<file path="src/rtl/pdst_pkg.sv">
`timescale 1ns / 1ps
// Shared types, codes and arithmetic helpers for the PPS sample time-tagging block.
package pdst_pkg;

  // Event codes on the input word
  localparam logic [1:0] FUNC_TICK = 2'd0;
  localparam logic [1:0] FUNC_PPS  = 2'd1;
  localparam logic [1:0] FUNC_ADC  = 2'd2;
  localparam logic [1:0] FUNC_NMEA = 2'd3;

  // Register indexes on the configuration port
  localparam logic [1:0] REG_DECIM   = 2'd0;
  localparam logic [1:0] REG_LOCK_TO = 2'd1;
  localparam logic [1:0] REG_PERIOD  = 2'd2;

  // Result word kinds
  localparam logic KIND_SAMPLE = 1'b0;
  localparam logic KIND_PPS    = 1'b1;

  localparam int CNT_W = 32;
  localparam int UTC_W = 25;
  localparam int OFS_W = 16;

  localparam logic [3:0]  DECIM_RST   = 4'd5;
  localparam logic [15:0] LOCK_TO_RST = 16'd3000;
  localparam logic [15:0] PERIOD_RST  = 16'd1000;

  // Clock arithmetic in base-100 digits
  localparam logic [6:0] RADIX      = 7'd100;
  localparam logic [6:0] SEC_PER_MN = 7'd60;
  localparam logic [6:0] MN_PER_HR  = 7'd60;
  localparam logic [5:0] HR_PER_DAY = 6'd24;

  // 2^25 written as hh|mm|ss|cc digits; a bumped value at or above it wraps
  localparam logic [5:0] WRAP_HH = 6'd33;
  localparam logic [6:0] WRAP_MM = 7'd55;
  localparam logic [6:0] WRAP_SS = 7'd44;
  localparam logic [6:0] WRAP_CC = 7'd32;

  // UTC held as decimal digit pairs
  typedef struct packed {
    logic [5:0] hh;
    logic [6:0] mm;
    logic [6:0] ss;
    logic [6:0] cc;
  } utc_dig_t;

  typedef struct packed {
    logic busy;
    logic done;
  } rem_stat_t;

  // floor(n / 100) for n below 2^25, by reciprocal multiply
  function automatic logic [18:0] div100(input logic [24:0] n);
    logic [55:0] p;
    p = 56'(n) * 56'd1374389535;
    return p[55:37];
  endfunction

  function automatic logic [UTC_W-1:0] utc_to_bin(input utc_dig_t d);
    logic [UTC_W-1:0] acc;
    acc = UTC_W'(d.hh) * UTC_W'(1000000) + UTC_W'(d.mm) * UTC_W'(10000)
        + UTC_W'(d.ss) * UTC_W'(100) + UTC_W'(d.cc);
    return acc;
  endfunction

endpackage

</file>
<file path="src/rtl/pdst_rem_unit.sv">
`timescale 1ns / 1ps
// Bit-serial remainder unit: rebuilds the sample offset modulo the PPS period.
module pdst_rem_unit (
  input  logic                  clk,
  input  logic                  rst_n,
  input  logic                  start,
  input  logic [31:0]           dividend,
  input  logic [15:0]           divisor,
  output pdst_pkg::rem_stat_t   stat,
  output logic [15:0]           rem
);

  localparam logic [5:0] STEPS = 6'(pdst_pkg::CNT_W);

  logic [5:0]  cnt_r;
  logic [31:0] dvd_r;
  logic [15:0] rem_r;
  logic        done_r;
  logic [16:0] trial;
  logic [15:0] rem_nxt;

  // one quotient bit a cycle, restoring form
  always_comb begin
    trial = {rem_r, dvd_r[31]};
    if (trial >= {1'b0, divisor}) begin
      rem_nxt = 16'(trial - {1'b0, divisor});
    end else begin
      rem_nxt = trial[15:0];
    end
  end

  always_ff @(posedge clk) begin
    if (!rst_n) begin
      cnt_r  <= '0;
      done_r <= 1'b0;
    end else if (start) begin
      cnt_r  <= STEPS;
      done_r <= 1'b0;
    end else if (cnt_r != '0) begin
      cnt_r  <= cnt_r - 6'd1;
      done_r <= (cnt_r == 6'd1);
    end else begin
      done_r <= 1'b0;
    end
  end

  always_ff @(posedge clk) begin
    if (start) begin
      dvd_r <= dividend;
      rem_r <= '0;
    end else if (cnt_r != '0) begin
      dvd_r <= {dvd_r[30:0], 1'b0};
      rem_r <= rem_nxt;
    end
  end

  assign stat = '{busy: (cnt_r != '0), done: done_r};
  assign rem  = rem_r;

endmodule

</file>
<file path="src/rtl/pdst_sec_step.sv">
`timescale 1ns / 1ps
// One-second UTC advance in digit form, with carries, day wrap and 25-bit wrap.
module pdst_sec_step (
  input  pdst_pkg::utc_dig_t cur,
  output pdst_pkg::utc_dig_t nxt
);

  logic [6:0] ss1, mm1, ss2, mm2, mm3, sw, mw;
  logic [5:0] hh1, hh3, hw, hinc;
  logic       wrap, bs, bm;

  always_comb begin
    hinc = cur.hh + 6'd1;
    ss1  = cur.ss + 7'd1;
    mm1  = cur.mm;
    hh1  = cur.hh;
    // carry only when seconds hit sixty exactly
    if (ss1 == pdst_pkg::SEC_PER_MN) begin
      ss1 = '0;
      mm1 = cur.mm + 7'd1;
      if (mm1 == pdst_pkg::MN_PER_HR) begin
        mm1 = '0;
        hh1 = (hinc >= pdst_pkg::HR_PER_DAY) ? hinc - pdst_pkg::HR_PER_DAY : hinc;
      end
    end

    // malformed digits can reach one hundred: fold into the next pair
    if (ss1 == pdst_pkg::RADIX) begin
      ss2 = '0;
      mm2 = mm1 + 7'd1;
    end else begin
      ss2 = ss1;
      mm2 = mm1;
    end
    if (mm2 == pdst_pkg::RADIX) begin
      mm3 = '0;
      hh3 = hh1 + 6'd1;
    end else begin
      mm3 = mm2;
      hh3 = hh1;
    end

    wrap = (hh3 > pdst_pkg::WRAP_HH)
        || ((hh3 == pdst_pkg::WRAP_HH)
            && ((mm3 > pdst_pkg::WRAP_MM)
                || ((mm3 == pdst_pkg::WRAP_MM) && (ss2 > pdst_pkg::WRAP_SS))));

    // subtract 2^25 digit pair by digit pair; the cc pair always borrows
    bs = (ss2 < pdst_pkg::WRAP_SS + 7'd1);
    if (bs) begin
      sw = ss2 + pdst_pkg::RADIX - pdst_pkg::WRAP_SS - 7'd1;
    end else begin
      sw = ss2 - pdst_pkg::WRAP_SS - 7'd1;
    end
    bm = (mm3 < pdst_pkg::WRAP_MM + 7'(bs));
    if (bm) begin
      mw = mm3 + pdst_pkg::RADIX - pdst_pkg::WRAP_MM - 7'(bs);
    end else begin
      mw = mm3 - pdst_pkg::WRAP_MM - 7'(bs);
    end
    hw = hh3 - pdst_pkg::WRAP_HH - 6'(bm);

    if (wrap) begin
      nxt.hh = hw;
      nxt.mm = mw;
      nxt.ss = sw;
      nxt.cc = pdst_pkg::RADIX - pdst_pkg::WRAP_CC;
    end else begin
      nxt.hh = hh3;
      nxt.mm = mm3;
      nxt.ss = ss2;
      nxt.cc = '0;
    end
  end

endmodule

</file>
<file path="src/rtl/pps_disciplined_sample_timetag.sv">
`timescale 1ns / 1ps
// Top level of the PPS-disciplined sample time-tagging block.
// A result word passes through input stages v1_r to v4_r and the result register.
// Throughput: one input word per cycle; the pipeline holds while out_stall backs it up
// or the remainder unit is busy. After a write to pps_period_ms the input stalls while
// the serial remainder unit rebuilds the sample offset, one bit per cycle.
// Synchronous active-low reset clears the block state and loads the register defaults.
module pps_disciplined_sample_timetag (
  input  logic        clk,
  input  logic        rst_n,
  input  logic        in_valid,
  output logic        in_stall,
  input  logic [1:0]  in_func,
  input  logic [24:0] in_nmea_time,
  input  logic        in_fix_fresh,
  output logic        out_valid,
  input  logic        out_stall,
  output logic        out_record_kind,
  output logic [24:0] out_utc_stamp,
  output logic [15:0] out_offset_ms,
  output logic [31:0] out_counter_ms,
  output logic        out_is_locked,
  input  logic        psel,
  input  logic        penable,
  input  logic        pwrite,
  input  logic [3:0]  paddr,
  input  logic [31:0] pwdata,
  output logic [31:0] prdata,
  output logic        pready
);

  // configuration
  logic [3:0]  decim_r;
  logic [15:0] lock_to_r;
  logic [15:0] period_r;
  logic [15:0] period_eff;
  logic        wr_en;
  logic [1:0]  reg_idx;
  logic        start_r;

  // input pipeline: digit split of the NMEA time
  logic        v1_r, v2_r, v3_r, v4_r;
  logic [1:0]  f1_r, f2_r, f3_r, f4_r;
  logic        fr1_r, fr2_r, fr3_r, fr4_r;
  logic [24:0] n1_r;
  logic [18:0] q2_r, q3_r;
  logic [11:0] t3_r, t4_r;
  logic [5:0]  hh4_r;
  logic [6:0]  ss4_r;
  logic [18:0] t3_full, hh4_full;
  logic [6:0]  mm4;

  // block state
  logic [31:0] ms_r, ms_nxt;
  logic [31:0] d_r, d_nxt;
  logic [15:0] rofs_r, rofs_nxt;
  logic        pend_r, pend_nxt;
  logic        uvalid_r, uvalid_nxt;
  logic [31:0] last_r, last_nxt;
  logic        locked_r, locked_nxt;
  logic [3:0]  dcnt_r, dcnt_nxt;
  pdst_pkg::utc_dig_t utc_r, utc_nxt, utc_bump, utc_nmea;

  logic [31:0] ms_inc, age, d_inc;
  logic [15:0] r_inc;
  logic [32:0] sum33;
  logic [3:0]  dc_inc;

  // result
  logic        emit;
  logic        kind_nxt;
  logic [15:0] ofs_nxt;
  logic        out_valid_r;
  logic        kind_r;
  pdst_pkg::utc_dig_t utc_out_r;
  logic [15:0] ofs_r;
  logic [31:0] cnt_out_r;
  logic        lck_out_r;

  pdst_pkg::rem_stat_t rstat;
  logic [15:0] rem_val;
  logic        busy, hold, adv;

  // ---------------- configuration port ----------------
  assign pready  = 1'b1;
  assign reg_idx = paddr[3:2];
  assign wr_en   = psel & penable & pwrite & pready;

  always_ff @(posedge clk) begin
    if (!rst_n) begin
      decim_r   <= pdst_pkg::DECIM_RST;
      lock_to_r <= pdst_pkg::LOCK_TO_RST;
      period_r  <= pdst_pkg::PERIOD_RST;
      start_r   <= 1'b0;
    end else begin
      start_r <= wr_en && (reg_idx == pdst_pkg::REG_PERIOD);
      if (wr_en) begin
        case (reg_idx)
          pdst_pkg::REG_DECIM:   decim_r   <= pwdata[3:0];
          pdst_pkg::REG_LOCK_TO: lock_to_r <= pwdata[15:0];
          pdst_pkg::REG_PERIOD:  period_r  <= pwdata[15:0];
          default: ;
        endcase
      end
    end
  end

  always_comb begin
    case (reg_idx)
      pdst_pkg::REG_DECIM:   prdata = {28'd0, decim_r};
      pdst_pkg::REG_LOCK_TO: prdata = {16'd0, lock_to_r};
      pdst_pkg::REG_PERIOD:  prdata = {16'd0, period_r};
      default:               prdata = '0;
    endcase
  end

  assign period_eff = (period_r == '0) ? 16'd1 : period_r;

  // ---------------- flow control ----------------
  assign busy     = start_r | rstat.busy | rstat.done;
  assign hold     = busy | (out_valid_r & out_stall);
  assign adv      = ~hold;
  assign in_stall = hold;

  pdst_rem_unit u_rem (
    .clk      (clk),
    .rst_n    (rst_n),
    .start    (start_r),
    .dividend (d_r),
    .divisor  (period_eff),
    .stat     (rstat),
    .rem      (rem_val)
  );

  // ---------------- input pipeline ----------------
  always_ff @(posedge clk) begin
    if (!rst_n) begin
      v1_r <= 1'b0;
      v2_r <= 1'b0;
      v3_r <= 1'b0;
      v4_r <= 1'b0;
    end else if (adv) begin
      v1_r <= in_valid;
      v2_r <= v1_r;
      v3_r <= v2_r;
      v4_r <= v3_r;
    end
  end

  assign t3_full  = pdst_pkg::div100(25'(q2_r));
  assign hh4_full = pdst_pkg::div100(25'(t3_r));

  always_ff @(posedge clk) begin
    if (adv) begin
      f1_r  <= in_func;
      fr1_r <= in_fix_fresh;
      n1_r  <= in_nmea_time;
      f2_r  <= f1_r;
      fr2_r <= fr1_r;
      q2_r  <= pdst_pkg::div100(n1_r);
      f3_r  <= f2_r;
      fr3_r <= fr2_r;
      q3_r  <= q2_r;
      t3_r  <= t3_full[11:0];
      f4_r  <= f3_r;
      fr4_r <= fr3_r;
      t4_r  <= t3_r;
      hh4_r <= hh4_full[5:0];
      ss4_r <= 7'(q3_r - 19'(t3_r) * 19'd100);
    end
  end

  assign mm4 = 7'(t4_r - 12'(hh4_r) * 12'd100);

  always_comb begin
    utc_nmea.hh = hh4_r;
    utc_nmea.mm = mm4;
    utc_nmea.ss = ss4_r;
    utc_nmea.cc = '0;
  end

  pdst_sec_step u_step (
    .cur (utc_r),
    .nxt (utc_bump)
  );

  // ---------------- event processing ----------------
  assign ms_inc = ms_r + 32'd1;
  assign age    = ms_inc - last_r;
  assign d_inc  = d_r + 32'd1;
  assign r_inc  = rofs_r + 16'd1;
  assign sum33  = {1'b0, d_r} + {17'd0, period_eff};
  assign dc_inc = dcnt_r + 4'd1;

  always_comb begin
    ms_nxt     = ms_r;
    d_nxt      = d_r;
    rofs_nxt   = rofs_r;
    pend_nxt   = pend_r;
    uvalid_nxt = uvalid_r;
    last_nxt   = last_r;
    locked_nxt = locked_r;
    dcnt_nxt   = dcnt_r;
    utc_nxt    = utc_r;
    emit       = 1'b0;
    kind_nxt   = pdst_pkg::KIND_SAMPLE;
    ofs_nxt    = '0;
    if (v4_r) begin
      case (f4_r)
        pdst_pkg::FUNC_TICK: begin
          ms_nxt = ms_inc;
          d_nxt  = d_inc;
          // track (counter - capture) mod period incrementally
          if (d_inc == '0) begin
            rofs_nxt = '0;
          end else begin
            rofs_nxt = (r_inc == period_eff) ? 16'd0 : r_inc;
          end
          if (age > 32'(lock_to_r)) begin
            locked_nxt = 1'b0;
          end
        end
        pdst_pkg::FUNC_PPS: begin
          d_nxt    = '0;
          rofs_nxt = '0;
          pend_nxt = 1'b1;
          if (locked_r && uvalid_r) begin
            utc_nxt = utc_bump;
          end
          emit     = 1'b1;
          kind_nxt = pdst_pkg::KIND_PPS;
        end
        pdst_pkg::FUNC_ADC: begin
          if (dc_inc < decim_r) begin
            dcnt_nxt = dc_inc;
          end else begin
            dcnt_nxt = '0;
            emit     = 1'b1;
            // difference plus period overflowing: the low word is the offset
            ofs_nxt  = sum33[32] ? sum33[15:0] : rofs_r;
          end
        end
        pdst_pkg::FUNC_NMEA: begin
          utc_nxt    = utc_nmea;
          uvalid_nxt = 1'b1;
          last_nxt   = ms_r;
          if (fr4_r && pend_r) begin
            locked_nxt = 1'b1;
            pend_nxt   = 1'b0;
          end
        end
        default: ;
      endcase
    end
  end

  always_ff @(posedge clk) begin
    if (!rst_n) begin
      ms_r     <= '0;
      d_r      <= '0;
      rofs_r   <= '0;
      pend_r   <= 1'b0;
      uvalid_r <= 1'b0;
      last_r   <= '0;
      locked_r <= 1'b0;
      dcnt_r   <= '0;
      utc_r    <= '0;
    end else if (rstat.done) begin
      rofs_r <= rem_val;
    end else if (adv) begin
      ms_r     <= ms_nxt;
      d_r      <= d_nxt;
      rofs_r   <= rofs_nxt;
      pend_r   <= pend_nxt;
      uvalid_r <= uvalid_nxt;
      last_r   <= last_nxt;
      locked_r <= locked_nxt;
      dcnt_r   <= dcnt_nxt;
      utc_r    <= utc_nxt;
    end
  end

  // ---------------- result register ----------------
  always_ff @(posedge clk) begin
    if (!rst_n) begin
      out_valid_r <= 1'b0;
    end else if (adv) begin
      out_valid_r <= emit;
    end else if (!out_stall) begin
      out_valid_r <= 1'b0;
    end
  end

  always_ff @(posedge clk) begin
    if (adv && emit) begin
      kind_r    <= kind_nxt;
      utc_out_r <= utc_nxt;
      ofs_r     <= ofs_nxt;
      cnt_out_r <= ms_r;
      lck_out_r <= locked_r;
    end
  end

  assign out_valid       = out_valid_r;
  assign out_record_kind = kind_r;
  assign out_utc_stamp   = pdst_pkg::utc_to_bin(utc_out_r);
  assign out_offset_ms   = ofs_r;
  assign out_counter_ms  = cnt_out_r;
  assign out_is_locked   = lck_out_r;

endmodule

</file>
<file path="config.mk">
export PLATFORM = sky130hd
export DESIGN_NAME = pps_disciplined_sample_timetag
export DESIGN_NICKNAME = d
export VERILOG_FILES = /design/src/rtl/pdst_pkg.sv /design/src/rtl/pdst_rem_unit.sv /design/src/rtl/pdst_sec_step.sv /design/src/rtl/pps_disciplined_sample_timetag.sv
export SDC_FILE = /design/constraint.sdc
export NUM_CORES = 2
export LEC_CHECK = 0
export ABC_AREA = 1
export ABC_CLOCK_PERIOD_IN_PS = 8300
export BUFFER_PORTS_ARGS = -buffer_cell sky130_fd_sc_hd__buf_2
export CORE_MARGIN = 3
export CORE_UTILIZATION = 50
export CTS_CLUSTER_DIAMETER = 40
export CTS_CLUSTER_SIZE = 10
export DETAILED_ROUTE_END_ITERATION = 10
export PLACE_DENSITY = 0.65
export SLEW_MARGIN = 15
export SYNTH_ARGS = -nofsm -noshare
export SYNTH_HDL_FRONTEND = slang
export SYNTH_SLANG_ARGS = --single-unit
export TNS_END_PERCENT = 5
</file>
<file path="constraint.sdc">
create_clock -name clk -period 8.3 [get_ports clk]
set_input_delay 0.83 -clock clk [delete_from_list [all_inputs] [get_ports clk]]
set_output_delay 0.83 -clock clk [all_outputs]
set_load 0.05 [all_outputs]
</file>
==> impl_metrics.json <==
{
  "grt_max_degree": 113,
  "cp-startpoint": "n1_r[13]",
  "synth.avg_cell_area_um2": 8.77,
  "dp_hpwl_um": 108000,
  "first_pass_iters": 6,
  "seqCellArea_mm2": 0.0103,
  "grt_pass1_wl_um": 210000,
  "multi_input_area_mm2": 0.0365,
  "finClkSkew_ns": 0.0404,
  "cp.required_ns": 8.64,
  "netlist.area_leader.share_pct": 22.8,
  "grt_pass1_vias": 39700,
  "async_reset_ff_share_pct": 0,
  "ys_top_cells_by_area": "fa_1, ha_1, edfxtp_1, inv_1, dfxtp_1",
  "antenna_found_initial": 1,
  "timing.final.hold_violations": 0,
  "worstSetupEndpointType": "flip-flop",
  "final_layout_size_suffix_gt1_share_pct": 5.95,
  "yosys_warnings": 0,
  "finalWirelength_um": 130000,
  "cts_buffer_depth": 3,
  "cts_tree": "built",
  "cts_buffers": 76,
  "die-area_mm2": 0.109,
  "core_mm2": 0.104,
  "fin_crit_ns": 7.22,
  "clock_latency_ns": 0.64,
  "diodes": 0,
  "port_buffers": 145,
  "detail-route-antenna-nets": 0,
  "die_w_um": 330,
  "tightestPinTransition_ns": 1.09,
  "arrival_ns": 7.56,
  "crit_chain": "fa_1, inv_1, fa_1, inv_1, fa_1, fa_1, inv_1, fa_1, inv_1, fa_1, fa_1, ha_1, nand2_1, nor2_1, inv_1, nor4_1, nand4_1, o211ai_1, nand2_1, o211ai_1, a31oi_1, xor2_1",
  "critical_path_class": "flip-flop to flip-flop",
  "grtUsageTotal_pct": 24.3,
  "m1WireLength_um": 58900,
  "worstPathMaxFanout": 6,
  "rsz0062_at_grt": "no",
  "setup_viol": 0,
  "row_count": 118,
  "clkSinkCount": 415,
  "post_cts_buffers": 0,
  "num_vias": 39700,
  "wl_per_cell_um": 17.2,
  "nNetsFinal": 7634,
  "cap_violations": 0,
  "io_pins": 181,
  "die_h_um": 330,
  "synthCells": 5972,
  "syn2layout_area_growth_pct": 9.19,
  "synth.distinct_cells": 64,
  "fmax_ghz": 0.138,
  "drc_errors": 0,
  "max_stage_delay_ns": 0.76,
  "yosysTopAreaCell": "fa_1",
  "htreeDepth": 3,
  "status": "finished, final reports clean",
  "dr_wl_met2_um": 61000,
  "vias_per_cell": 5.26,
  "startpoint_type": "flip-flop",
  "critical-path-slowest-cell": "fa_1",
  "cts-resized-gates": 0,
  "wl_met3_um": 6670,
  "cts-root-buf": "clkbuf_16",
  "slew_headroom_pct": 27.4,
  "grt_overflow": 0,
  "cpMostUsedCell": "fa_1",
  "timing.final.crit_share_pct": 87.0,
  "synth_edf_count": 204,
  "fin_tns_setup_ns": 0,
  "clkTransAtPathRegs_ns": 0.04,
  "yosysSeqAreaShare_pct": 19.8,
  "syn-cell-area_mm2": 0.0524,
  "highest_layer": "met4",
  "crit-reg2reg-launch": "n1_r[13]",
  "fill_cells": 9469,
  "finalMaxSlewViolations": 0,
  "hp-class": "input port to flip-flop",
  "place_congestion": 0.964,
  "min_from": "in_nmea_time[5]",
  "drtIter0Drc": 2332,
  "yosys_register_bits": 415,
  "start_util_pct": 50.5,
  "synth_ff_type": "dfxtp_1",
  "cts_hold_buf": 0
}
[routing by layer]
metal	GRT usage [%]	up-vias
met1	33.2	19100
met3	3.68	180
met2	40.2	904
met4	6.48	0
met5	0	-
li1	-	19500
[registers in the layout (all words and copies together), names as in the netlist, 4 cells and up]
name	flops
d_r	32
last_r	32
ms_r	32
out_counter_ms	32
u_rem.dvd_r	32
utc_out_r	27
utc_r	27
n1_r	25
q2_r	19
lock_to_r	16
out_offset_ms	16
period_r	16
rofs_r	16
u_rem.rem	16
t3_r	12
q3_r	7
ss4_r	7
t4_r	7
hh4_r	6
u_rem.cnt_r	6
dcnt_r	4
decim_r	4
[cell families after synthesis]
logic type,synth area share [%]
buf+inv,10.8
fa+ha+maj,43.3
simple gates,11.4
compound gates,10.4
flops,19.8
xor+xnor,4.35
other cells,0.0143
[layout by cell type, fill, tap and decap left out, types with 189 or more instances in the layout]
cell	n
nor2_1	284
inv_1	1343
xor2_1	189
dfxtp_1	211
fa_1	597
a21oi_1	464
nand2_1	713
ha_1	858
edfxtp_1	204
o21ai_0	302
[synthesized netlist by cell type, types with 4 or more instances]
| library cell | n |
|---|---|
| buf_2 | 8 |
| nor3_1 | 55 |
| nor2_2 | 6 |
| nor2_1 | 287 |
| ha_1 | 858 |
| nand2_2 | 19 |
| o31ai_1 | 4 |
| a22oi_1 | 16 |
| inv_2 | 4 |
| nand2_4 | 8 |
| clkinv_1 | 4 |
| o2111ai_1 | 4 |
| buf_6 | 4 |
| o221ai_1 | 10 |
| xnor2_1 | 71 |
| dfxtp_1 | 211 |
| inv_1 | 1344 |
| nand3b_1 | 7 |
| nand3_2 | 11 |
| nor4_1 | 20 |
| fa_1 | 597 |
| a211oi_1 | 28 |
| o21ai_0 | 302 |
| o21ai_1 | 24 |
| a31oi_1 | 22 |
| nand2_1 | 714 |
| nand3_1 | 169 |
| a21oi_1 | 464 |
| o22ai_1 | 16 |
| clkbuf_1 | 88 |
| or2_2 | 11 |
| edfxtp_1 | 204 |
| a21boi_0 | 6 |
| buf_4 | 19 |
| o21bai_1 | 20 |
| nand4_1 | 49 |
| o211ai_1 | 29 |
| nor3b_1 | 6 |
| o21a_1 | 11 |
| xor2_1 | 189 |
| a21o_1 | 18 |
| nor2_4 | 5 |
[final timing paths]
check,endpoint,slack [ns],depth (start not counted)
worst min-delay path,n1_r[5],0.38,1
worst max register to register,q2_r[15],1.08,22
worst max-delay path,q2_r[15],1.08,22
worst min register to register,f4_r[0],0.40,0
[stage by stage]
stage / hold slack, ns / worst slack [ns] / cells / cell area [um2] / util, %
5_1_grt: 0.341 / 0.561 / 7551 / 57200 / 55.1
3_5_place_dp: 0.407 / 1.11 / 7410 / 54500 / 52.5
2_1_floorplan: 0.400 / 1.74 / 5987 / 52400 / -
4_1_cts: 0.334 / 1.00 / 7551 / 57200 / 55.1
3_3_place_gp: 0.402 / 1.24 / 7410 / 54500 / 52.5
6_report: 0.375 / 1.08 / 7551 / 57200 / 55.1
[worst max-delay path, delay by kind of cell (launching register included)]
| kind | cells | cell delay [ns] |
|---|---|---|
| buf+inv | 5 | 0.38 |
| flops | 1 | 0.55 |
| compound gates | 3 | 0.80 |
| simple gates | 5 | 0.85 |
| xor+xnor | 1 | 0.17 |
| fa+ha+maj | 8 | 4.18 |
[layout make-up]
class	instances	area share, %
clock buffer	96	3.58
timing repair buffer	166	1.54
inverter	1353	8.88
multi-input combinational	4096	63.7
sequential	415	18.1
clock inverter	45	1.14
tap	1380	3.02
Power is not shown: default switching activity piles up to over one toggle a cycle in this logic, so the estimate is an artifact.
